<file path="src/dts_pkg.sv">
`default_nettype none
package dts_pkg;

  localparam int CFG_DATA_W = 32;
  localparam int CFG_ADDR_W = 4;

  // operation codes of an input transaction
  localparam logic OP_TICK  = 1'b0;
  localparam logic OP_WRITE = 1'b1;

  // register indexes (word address paddr[3:2])
  localparam logic [1:0] REG_SHORT_HALF = 2'd0;
  localparam logic [1:0] REG_LONG_HALF  = 2'd1;
  localparam logic [1:0] REG_PREAMBLE   = 2'd2;

  localparam logic [7:0] SHORT_HALF_RESET = 8'd115;
  localparam logic [7:0] LONG_HALF_RESET  = 8'd229;
  localparam logic [4:0] PREAMBLE_RESET   = 5'd16;
  localparam logic [7:0] FIRST_BIT_MASK   = 8'h80;

  typedef enum logic [1:0] {
    PH_PREAMBLE  = 2'd0,
    PH_SEPARATOR = 2'd1,
    PH_SENDBYTE  = 2'd2
  } phase_t;

  typedef struct packed {
    logic line_level;
    logic half_start;
    logic bit_value;
    logic packet_start;
  } dts_result_t;

endpackage
`default_nettype wire

</file>
<file path="src/dcc_track_signal_generator.sv">
// A tick transaction passes the input register, then the result register, which
// registers its result; a byte write gives no result.
// Throughput: one transaction per cycle; a waiting result holds a tick in the input
// register, while a byte write never waits on the result side.
// Reset (synchronous, active high): configuration returns to 115/229/16, the
// sequencer restarts in preamble, both pipeline registers empty.
`default_nettype none
module dcc_track_signal_generator #(
  parameter int MAX_MESSAGE_BYTES = 8
) (
  input  wire logic                          clk,
  input  wire logic                          rst,
  input  wire logic                          in_valid,
  output logic                               in_ready,
  input  wire logic                          operation,
  input  wire logic [2:0]                    byte_index,
  input  wire logic [7:0]                    byte_value,
  input  wire logic [3:0]                    message_length,
  output logic                               out_valid,
  input  wire logic                          out_ready,
  output logic                               line_level,
  output logic                               half_start,
  output logic                               bit_value,
  output logic                               packet_start,
  input  wire logic                          psel,
  input  wire logic                          penable,
  input  wire logic                          pwrite,
  input  wire logic [dts_pkg::CFG_ADDR_W-1:0] paddr,
  input  wire logic [dts_pkg::CFG_DATA_W-1:0] pwdata,
  output logic      [dts_pkg::CFG_DATA_W-1:0] prdata,
  output logic                               pready
);
  import dts_pkg::*;

  logic [7:0] short_half_period;
  logic [7:0] long_half_period;
  logic [4:0] preamble_bits;
  logic       cfg_write;

  logic       s1_valid;
  logic       s1_op;
  logic [2:0] s1_index;
  logic [7:0] s1_value;
  logic [3:0] s1_length;
  logic       fire;
  logic       tick;
  logic       wr_en;

  logic [3:0]  byte_pos;
  logic [7:0]  store_data;
  logic [3:0]  message_len;
  dts_result_t result;

  // configuration port
  assign pready    = 1'b1;
  assign cfg_write = psel && penable && pwrite && pready;

  always_ff @(posedge clk) begin
    if (rst) begin
      short_half_period <= SHORT_HALF_RESET;
      long_half_period  <= LONG_HALF_RESET;
      preamble_bits     <= PREAMBLE_RESET;
    end else if (cfg_write) begin
      case (paddr[3:2])
        REG_SHORT_HALF: short_half_period <= pwdata[7:0];
        REG_LONG_HALF:  long_half_period  <= pwdata[7:0];
        REG_PREAMBLE:   preamble_bits     <= pwdata[4:0];
        default:        ;
      endcase
    end
  end

  always_comb begin
    case (paddr[3:2])
      REG_SHORT_HALF: prdata = CFG_DATA_W'(short_half_period);
      REG_LONG_HALF:  prdata = CFG_DATA_W'(long_half_period);
      REG_PREAMBLE:   prdata = CFG_DATA_W'(preamble_bits);
      default:        prdata = '0;
    endcase
  end

  // input register; a write never waits on the result side
  assign fire     = s1_valid && ((s1_op == OP_WRITE) || !out_valid || out_ready);
  assign in_ready = !s1_valid || fire;
  assign tick     = fire && (s1_op == OP_TICK);
  assign wr_en    = fire && (s1_op == OP_WRITE);

  always_ff @(posedge clk) begin
    if (rst) begin
      s1_valid <= 1'b0;
    end else if (in_ready) begin
      s1_valid <= in_valid;
    end
  end

  always_ff @(posedge clk) begin
    if (in_ready && in_valid) begin
      s1_op     <= operation;
      s1_index  <= byte_index;
      s1_value  <= byte_value;
      s1_length <= message_length;
    end
  end

  dts_msg_store #(
    .MAX_MESSAGE_BYTES(MAX_MESSAGE_BYTES)
  ) u_store (
    .clk         (clk),
    .rst         (rst),
    .wr_en       (wr_en),
    .wr_index    (s1_index),
    .wr_value    (s1_value),
    .wr_length   (s1_length),
    .rd_pos      (byte_pos),
    .rd_data     (store_data),
    .message_len (message_len)
  );

  dts_sequencer u_seq (
    .clk               (clk),
    .rst               (rst),
    .tick              (tick),
    .short_half_period (short_half_period),
    .long_half_period  (long_half_period),
    .preamble_bits     (preamble_bits),
    .message_len       (message_len),
    .store_data        (store_data),
    .byte_pos          (byte_pos),
    .result            (result)
  );

  // result register
  always_ff @(posedge clk) begin
    if (rst) begin
      out_valid <= 1'b0;
    end else if (tick) begin
      out_valid <= 1'b1;
    end else if (out_ready) begin
      out_valid <= 1'b0;
    end
  end

  always_ff @(posedge clk) begin
    if (tick) begin
      line_level   <= result.line_level;
      half_start   <= result.half_start;
      bit_value    <= result.bit_value;
      packet_start <= result.packet_start;
    end
  end

endmodule
`default_nettype wire

</file>
<file path="src/dts_msg_store.sv">
`default_nettype none
module dts_msg_store #(
  parameter int MAX_MESSAGE_BYTES = 8
) (
  input  wire logic       clk,
  input  wire logic       rst,
  input  wire logic       wr_en,
  input  wire logic [2:0] wr_index,
  input  wire logic [7:0] wr_value,
  input  wire logic [3:0] wr_length,
  input  wire logic [3:0] rd_pos,
  output logic      [7:0] rd_data,
  output logic      [3:0] message_len
);
  import dts_pkg::*;

  localparam int IdxW = (MAX_MESSAGE_BYTES > 1) ? $clog2(MAX_MESSAGE_BYTES) : 1;
  localparam logic [4:0] MaxBytes = 5'(MAX_MESSAGE_BYTES);

  logic [7:0] store [MAX_MESSAGE_BYTES];
  logic       wr_ok;
  logic [3:0] len_clamped;

  assign wr_ok = wr_en && ({2'b00, wr_index} < MaxBytes);

  always_comb begin
    len_clamped = wr_length;
    if (wr_length == 4'd0) begin
      len_clamped = 4'd1;
    end else if ({1'b0, wr_length} > MaxBytes) begin
      len_clamped = MaxBytes[3:0];
    end
  end

  always_ff @(posedge clk) begin
    if (wr_ok) begin
      store[IdxW'(wr_index)] <= wr_value;
    end
  end

  always_ff @(posedge clk) begin
    if (rst) begin
      message_len <= 4'd1;
    end else if (wr_ok) begin
      message_len <= len_clamped;
    end
  end

  assign rd_data = ({1'b0, rd_pos} < MaxBytes) ? store[IdxW'(rd_pos)] : 8'h00;

endmodule
`default_nettype wire

</file>
<file path="src/dts_sequencer.sv">
`default_nettype none
module dts_sequencer (
  input  wire logic               clk,
  input  wire logic               rst,
  input  wire logic               tick,
  input  wire logic [7:0]         short_half_period,
  input  wire logic [7:0]         long_half_period,
  input  wire logic [4:0]         preamble_bits,
  input  wire logic [3:0]         message_len,
  input  wire logic [7:0]         store_data,
  output logic      [3:0]         byte_pos,
  output dts_pkg::dts_result_t    result
);
  import dts_pkg::*;

  logic       second_half, second_half_next;
  phase_t     phase, phase_next;
  logic [4:0] preamble_left, preamble_left_next;
  logic [7:0] shift_byte, shift_byte_next;
  logic [7:0] bit_mask, bit_mask_next;
  logic [3:0] byte_pos_next;
  logic [7:0] half_counter, half_counter_next;
  logic       long_bit, long_bit_next;

  logic [7:0] count_dec;
  logic       expire;
  logic       advance;
  logic [7:0] period;

  assign count_dec = half_counter - 8'd1;
  assign expire    = (count_dec == 8'd0);
  assign advance   = tick && expire && !second_half;

  // bit sequencer: step once at the start of every first half
  always_comb begin
    phase_next         = phase;
    preamble_left_next = preamble_left;
    shift_byte_next    = shift_byte;
    bit_mask_next      = bit_mask;
    byte_pos_next      = byte_pos;
    long_bit_next      = long_bit;
    if (advance) begin
      case (phase)
        PH_SEPARATOR: begin
          long_bit_next   = 1'b1;
          phase_next      = PH_SENDBYTE;
          bit_mask_next   = FIRST_BIT_MASK;
          shift_byte_next = store_data;
        end
        PH_SENDBYTE: begin
          long_bit_next = ~|(shift_byte & bit_mask);
          bit_mask_next = bit_mask >> 1;
          if (bit_mask_next == 8'h00) begin
            byte_pos_next = byte_pos + 4'd1;
            if (byte_pos_next >= message_len) begin
              phase_next         = PH_PREAMBLE;
              preamble_left_next = preamble_bits;
            end else begin
              phase_next = PH_SEPARATOR;
            end
          end
        end
        default: begin
          long_bit_next = 1'b0;
          phase_next    = PH_PREAMBLE;
          if (preamble_left <= 5'd1) begin
            preamble_left_next = 5'd0;
            phase_next         = PH_SEPARATOR;
            byte_pos_next      = 4'd0;
          end else begin
            preamble_left_next = preamble_left - 5'd1;
          end
        end
      endcase
    end
  end

  // half-period timer
  always_comb begin
    period = long_bit_next ? long_half_period : short_half_period;
    if (period == 8'd0) begin
      period = 8'd1;
    end
    second_half_next  = second_half;
    half_counter_next = count_dec;
    if (expire) begin
      second_half_next  = !second_half;
      half_counter_next = period;
    end
  end

  // outputs of the current tick
  always_comb begin
    result.line_level   = !second_half_next;
    result.half_start   = expire;
    result.bit_value    = !long_bit_next;
    result.packet_start = advance && (phase != PH_SEPARATOR) && (phase != PH_SENDBYTE)
                          && (preamble_left <= 5'd1);
  end

  always_ff @(posedge clk) begin
    if (rst) begin
      second_half   <= 1'b0;
      phase         <= PH_PREAMBLE;
      preamble_left <= PREAMBLE_RESET;
      shift_byte    <= 8'h00;
      bit_mask      <= FIRST_BIT_MASK;
      byte_pos      <= 4'd0;
      half_counter  <= SHORT_HALF_RESET;
      long_bit      <= 1'b0;
    end else if (tick) begin
      second_half   <= second_half_next;
      phase         <= phase_next;
      preamble_left <= preamble_left_next;
      shift_byte    <= shift_byte_next;
      bit_mask      <= bit_mask_next;
      byte_pos      <= byte_pos_next;
      half_counter  <= half_counter_next;
      long_bit      <= long_bit_next;
    end
  end

endmodule
`default_nettype wire

</file>
<file path="config.mk">
export PLATFORM = sky130hd
export DESIGN_NAME = dcc_track_signal_generator
export DESIGN_NICKNAME = d
export VERILOG_FILES = /design/src/dts_pkg.sv /design/src/dcc_track_signal_generator.sv /design/src/dts_msg_store.sv /design/src/dts_sequencer.sv
export SDC_FILE = /design/constraint.sdc
export NUM_CORES = 1
export LEC_CHECK = 0
export BUFFER_PORTS_ARGS = -buffer_cell sky130_fd_sc_hd__buf_4
export CORE_MARGIN = 3
export CORE_UTILIZATION = 35
export CTS_CLUSTER_SIZE = 24
export DETAILED_ROUTE_END_ITERATION = 12
export MAX_ROUTING_LAYER = met4
export PLACE_DENSITY_LB_ADDON = 0.3
export SLEW_MARGIN = 15
export SYNTH_ARGS = -nofsm -noshare
export SYNTH_HDL_FRONTEND = slang
export SYNTH_SLANG_ARGS = --single-unit
</file>
<file path="constraint.sdc">
create_clock -name clk -period 5.5 [get_ports clk]
set_input_delay 0 -clock clk [delete_from_list [all_inputs] [get_ports clk]]
set_output_delay 0 -clock clk [all_outputs]
set_load 0.01 [all_outputs]
</file>
Yosys cells after proc, flatten, opt, wreduce, memory -nomap -nowiden
Memories as Yosys holds them, arrays and structs flattened. A register that Yosys moved wholly into a read port is not among the register bits. Cells that the tools add are included.

Flip-flop bits (word level): 84. Bits in writable memories: 64. Input port bits: 59. Output and inout port bits: 39. Logic and storage cells: 106. Memories: 1.

Memory list: u_store.store (words 8, width 8, read ports 1, clocked after memory_dff 1, write ports 1, RTL line dts_msg_store.sv:20) `logic [7:0] store [MAX_MESSAGE_BYTES];`.

Add/subtract/negate cells: 3. Magnitude comparators: 4. Equality and inequality tests: 8. Multiplexer cells: 28. Bitwise operators: 3. Reductions and logical operators: 37.

Operators by type and width (number): $mux 8 (4); $logic_not 8->1 (3); $pmux 8 s3 (1); $mux 4 (4); $pmux 8 s2 (1); $mux 5 (3); $logic_and 1x1->1 (11); $pmux 5 s2 (1); $reduce_and 5->1 (2); $reduce_and 3->1 (3); $and 8x8->8 (1); $mux 1 (8); $pmux 4 s2 (1); $reduce_or 8->1 (1); $sub 8x1->8 const B (1); $logic_not 1->1 (6); $mux 3 (2); $ne 2x1->1 const B (3); $reduce_and 2->1 (3); $reduce_bool 2->1 (3); $le 5x1->1 const B (1); $sub 5x1->5 const B (1); $add 4x1->4 const B (1); $eq 2x1->1 const B (2); other kinds (12) (16).

Longest topological paths before layout
Depth in word-level cells: 12. Gate-level depth with buffers: 10. Gate-level depth less buffers: 9.

Cells and area by module
From an unflattened synthesis, not the netlist that was laid out.

Cell total of the unflattened synthesis: 564. Area, all modules: 6792.8 um^2.

Modules (own cells, without submodules): dts_msg_store (times used 1, cells an instance 132, area each 2676.3 um^2, sequential area each 2001.9 um^2); dts_sequencer (times used 1, cells an instance 264, area each 2203.4 um^2, sequential area each 740.7 um^2); dcc_track_signal_generator (times used 1, cells an instance 168, area each 1913.1 um^2, sequential area each 1061.0 um^2).

Worst setup path after synthesis
No wires, ideal clock.

Path type: register -> register. Start: register u_seq.half_counter[0]. End: register u_seq.half_counter[7]. Setup time: 0.131 ns. Arrival: 2.238 ns. Data required time: 5.369 ns. Slack: 3.132 ns. Cell stages (with the launch flop): 11. Path buffers: 1. Clock period less this slack: 2.368 ns. Cell sequence: dfxtp_1 > inv_1 > ha_1 > xnor2_1 > nand4_2 > or3_1 > o21a_1 > a21oi_1 > buf_4 > mux2i_1 > o22ai_1.

Longest elaborated chain between the ends: 9.

RTL lines: start, declared (RTL line dts_sequencer.sv:22) `logic [7:0] half_counter, half_counter_next;`; start signal, assigned (RTL line dts_sequencer.sv:118) `half_counter <= half_counter_next;`; $sub 8x1->8 * (RTL line dts_sequencer.sv:30) `assign count_dec = half_counter - 8'd1;`; $logic_not 8->1 (RTL line dts_sequencer.sv:31) `assign expire = (count_dec == 8'd0);`; $logic_and 1x1->1 (2 in series) (RTL line dts_sequencer.sv:32) `assign advance = tick && expire && !second_half;`; $mux 1 (RTL line dts_sequencer.sv:42) `if (advance) begin`; $mux 8 (RTL line dts_sequencer.sv:80) `period = long_bit_next ? long_half_period : short_half_period;`; $logic_not 8->1 (RTL line dts_sequencer.sv:81) `if (period == 8'd0) begin`; $mux 8 (RTL line dts_sequencer.sv:81); $mux 8 * (RTL line dts_sequencer.sv:86) `if (expire) begin`.

Every way passes the cells marked *; elsewhere a longest branch is shown, timed or not. A chain may end at the register's enable or synchronous reset.

Worst setup path after layout
Start: register u_seq.half_counter[0]. End: register u_seq.half_counter[4].

Same word-level chain as after synthesis.

==> metrics.yaml <==
chipWidth_um: 144
cts-root-buf: "clkbuf_16"
design_area_um2: 8030
r2r_end: "u_seq.half_counter[4]"
cap_violations: 0
cts_resized: 0
drc: 0
drt-total-wl_um: 13200
area_delta_synth_final_pct: 19.8
path_cells: "inv_1 -> ha_1 -> xnor2_1 -> nand4_2 -> or3_1 -> o21a_1 -> a21oi_1 -> mux2i_1 -> o21ai_1"
fin_ws_ns: 2.22
max_freq_mhz: 305
crit_slowest_cell: "a21oi_1"
cp.arrival_ns: 3.58
rrSetupSlack_ns: 2.22
avgSynthCellArea_um2: 12.0
tightestPinTransition_ns: 1.14
die_h_um: 144
end_kind: "flip-flop"
finalPower_mw: 2.47
synth_seq_area_share_pct: 57.7
setup_tns_ns: 0
grt_pass1_vias: 4350
worstPathMaxFanout: 9
cts_tree: "built"
final_layout_size_suffix_gt1_share_pct: 18.1
yosys_register_bits: 151
post-cts-setup-buffers: 0
synth_area_um2: 6700
wire_per_inst_um: 15.2
holdWs_ns: 0.0916
syn_inst: 556
grt_usage_pct: 13.7
cts_hold_buf: 27
hold_viol_final: 0
rows: 49
rsz0062_at_grt: "no"
synth_ff_type: "edfxtp_1"
hp-start: "rst"
skew_ns: 0.00590
yosys_warnings: 0
drt-initial-drc-count: 259
vias: 4387
critPathRequiredTime_ns: 5.80
htree_num_levels: 4
gp_congestion: 0.775
place_area_um2: 7170
place_hpwl_um: 8840
synth_edf_count: 84
worstReg2RegStart: "u_seq.half_counter[0]"
r2r_cells: 9
p_leak_nw: 2.89
clk_latency_ns: 0.42
period_minus_slack_ns: 3.28
ys_types: 65
grt_pass1_wl_um: 21700
power-per-cell-area_nw_per_um2: 307
period_share_pct: 59.7
post-place-ws_ns: 2.20
async_reset_ff_share_pct: 0
n_fill_cell: 1680
clock_sinks: 151
firstDrtPassIters: 5
hp-class: "input port to flip-flop"
ir_worst_vdd_mv: 0.242
clockBufferDepth: 2
path_class: "flip-flop to flip-flop"
outcome: "finished, final reports clean"
whs_path_depth: 2
antenna_found_initial: 0
maxSlewViolCount: 0
nets: 699
cts_buffers: 17
setup_viol: 0
relSlewSlack_pct: 23.9
routed_via_density: 5.04
core_um2: 18400
path_clk_slew_ns: 0.06
hold_path_end: "preamble_bits[0]"
drtAntennaViolNets: 0
overflow: 0
portBuffers: 46
diodes: 0
startpoint_type: "flip-flop"
io_pins: 98
grt_max_degree: 66
start_util_pct: 36.4
dieArea_um2: 20800
critPathMaxStageDelay_ns: 0.87
[through the flow]
| step | instances | util, % |
|---|---|---|
| final | 871 | 43.6 |
| after global routing | 871 | 43.6 |
| after CTS | 871 | 43.6 |
| after detailed placement | 812 | 39.0 |
| after global placement | 812 | 39.0 |
| after floorplan | 579 | - |
[cell families (layout without fill, tap and decap cells)]
kind of cell	count (synthesis)	count (layout)	synth area share, %
and+or+nand+nor	187	187	14.8
DFF	151	151	57.7
AOI/OAI and AO/OA	82	82	8.11
buffers and inverters	61	124	5.19
muxes	50	50	10.5
xor gates and xnor gates	12	12	1.57
adders and majority gates	11	11	2.05
other	2	25	0.112
[cells in the final DEF (no fill, tap or decap), types with 3 or more instances in the layout]
| cell type | netlist | layout |
|---|---|---|
| or3_1 | 10 | 10 |
| nand2_1 | 49 | 49 |
| nand3b_1 | 7 | 7 |
| a21oi_1 | 30 | 30 |
| nor3_1 | 9 | 9 |
| inv_6 | 0 | 3 |
| clkinv_4 | 0 | 3 |
| nor2b_1 | 11 | 11 |
| mux2i_1 | 33 | 33 |
| nand2b_1 | 8 | 8 |
| a211o_1 | 7 | 7 |
| o21ai_1 | 4 | 4 |
| dfxtp_1 | 67 | 66 |
| inv_1 | 11 | 11 |
| o21ai_0 | 14 | 14 |
| buf_4 | 27 | 53 |
| clkbuf_16 | 0 | 17 |
| o22ai_1 | 3 | 3 |
| nand3_1 | 23 | 23 |
| nor3b_1 | 5 | 5 |
| dlygate4sd3_1 | 0 | 27 |
| nor2_1 | 44 | 44 |
| ha_1 | 11 | 11 |
| xor2_1 | 5 | 5 |
| inv_8 | 0 | 4 |
| edfxtp_1 | 84 | 84 |
| mux4_2 | 16 | 16 |
| conb_1 | 2 | 25 |
| nor4_1 | 5 | 5 |
| xnor2_1 | 7 | 7 |
[critical path: cells and delay by family (launching register included)]
family / cells / cell delay [ns]
AND/OR/NAND/NOR: 2 / 0.67
multiplexers: 1 / 0.32
AO/OA/AOI/OAI: 3 / 1.15
XOR/XNOR: 1 / 0.20
buffers and inverters: 1 / 0.09
adder cells (fa/ha/maj): 1 / 0.31
flip-flops: 1 / 0.42
[synth_stat cells, drive strengths merged, types with 2 or more instances]
cell type	instances	area [um2]
a211oi	2	15.0
o22ai	4	31.3
a21o	2	15.0
xnor2	7	61.3
o21ai	19	98.9
nor2	45	185
buf	32	239
nor2b	11	68.8
conb	2	7.51
ha	11	138
or3	11	70.1
inv	11	41.3
nand2	49	184
or4	2	15.0
nand2b	8	50.1
mux4	16	360
or2	2	12.5
nand3b	7	52.6
o31ai	2	15.0
edfxtp	84	2520
dfxtp	67	1340
xor2	5	43.8
nor3	10	61.3
nand3	24	133
a211o	7	61.3
clkbuf	17	63.8
a21oi	32	168
mux2i	33	330
nor4	6	52.6
a32oi	2	17.5
nor3b	5	37.5
[per-layer routing]
metal	vias up	wire length (um)	share of wire [%]	global-route usage [%]
met5	-	0	0	-
met4	0	192	1.4	4.61
met3	19	555	4.2	3.37
met2	129	6500	49	22.3
met1	2102	6000	45	16.7
li1	2137	-	-	-
[worst max-delay path by stage]
stage	start	to	slack [ns]	depth (start not counted)
global placement	u_seq.half_counter[0]	u_seq.half_counter[3]	2.30	9
detailed placement	u_seq.half_counter[0]	u_seq.half_counter[3]	2.20	9
global route	u_seq.half_counter[0]	u_seq.half_counter[3]	1.95	9
CTS	u_seq.half_counter[0]	u_seq.half_counter[3]	2.17	9
floorplan	u_seq.half_counter[0]	u_seq.half_counter[7]	3.13	10
finish	u_seq.half_counter[0]	u_seq.half_counter[4]	2.22	9
[where the power goes]
part           switching [mW]  internal (mW)  total (mW)  leakage (nW)
Clock                   0.506          0.643        1.15         0.285
Combinational          0.0496         0.0468      0.0964          1.30
Sequential             0.0150           1.21        1.22          1.31
Total                   0.571           1.90        2.47          2.89
[state kept, by name, summed over array words and instances (netlist names), 2 cells and up, named ones only]
register,cells
short_half_period,8
s1_index,3
s1_value,8
preamble_bits,5
u_seq.shift_byte,8
u_seq.byte_pos,4
u_store.store,64
u_store.message_len,4
u_seq.bit_mask,8
u_seq.preamble_left,5
s1_length,4
u_seq.phase,2
long_half_period,8
u_seq.half_counter,8
[area by class of cell]
type / instances / area, um2 / area share [%]
Clock buffer: 17 / 425 / 5.30
Sequential cell: 151 / 3860 / 48.2
Multi-Input combinational cell: 367 / 2570 / 32.0
Clock inverter: 15 / 164 / 2.04
Inverter: 12 / 45.0 / 0.561
Timing Repair Buffer: 80 / 668 / 8.32
Tap cell: 229 / 287 / 3.57
Power figures use the tool's default switching activity.
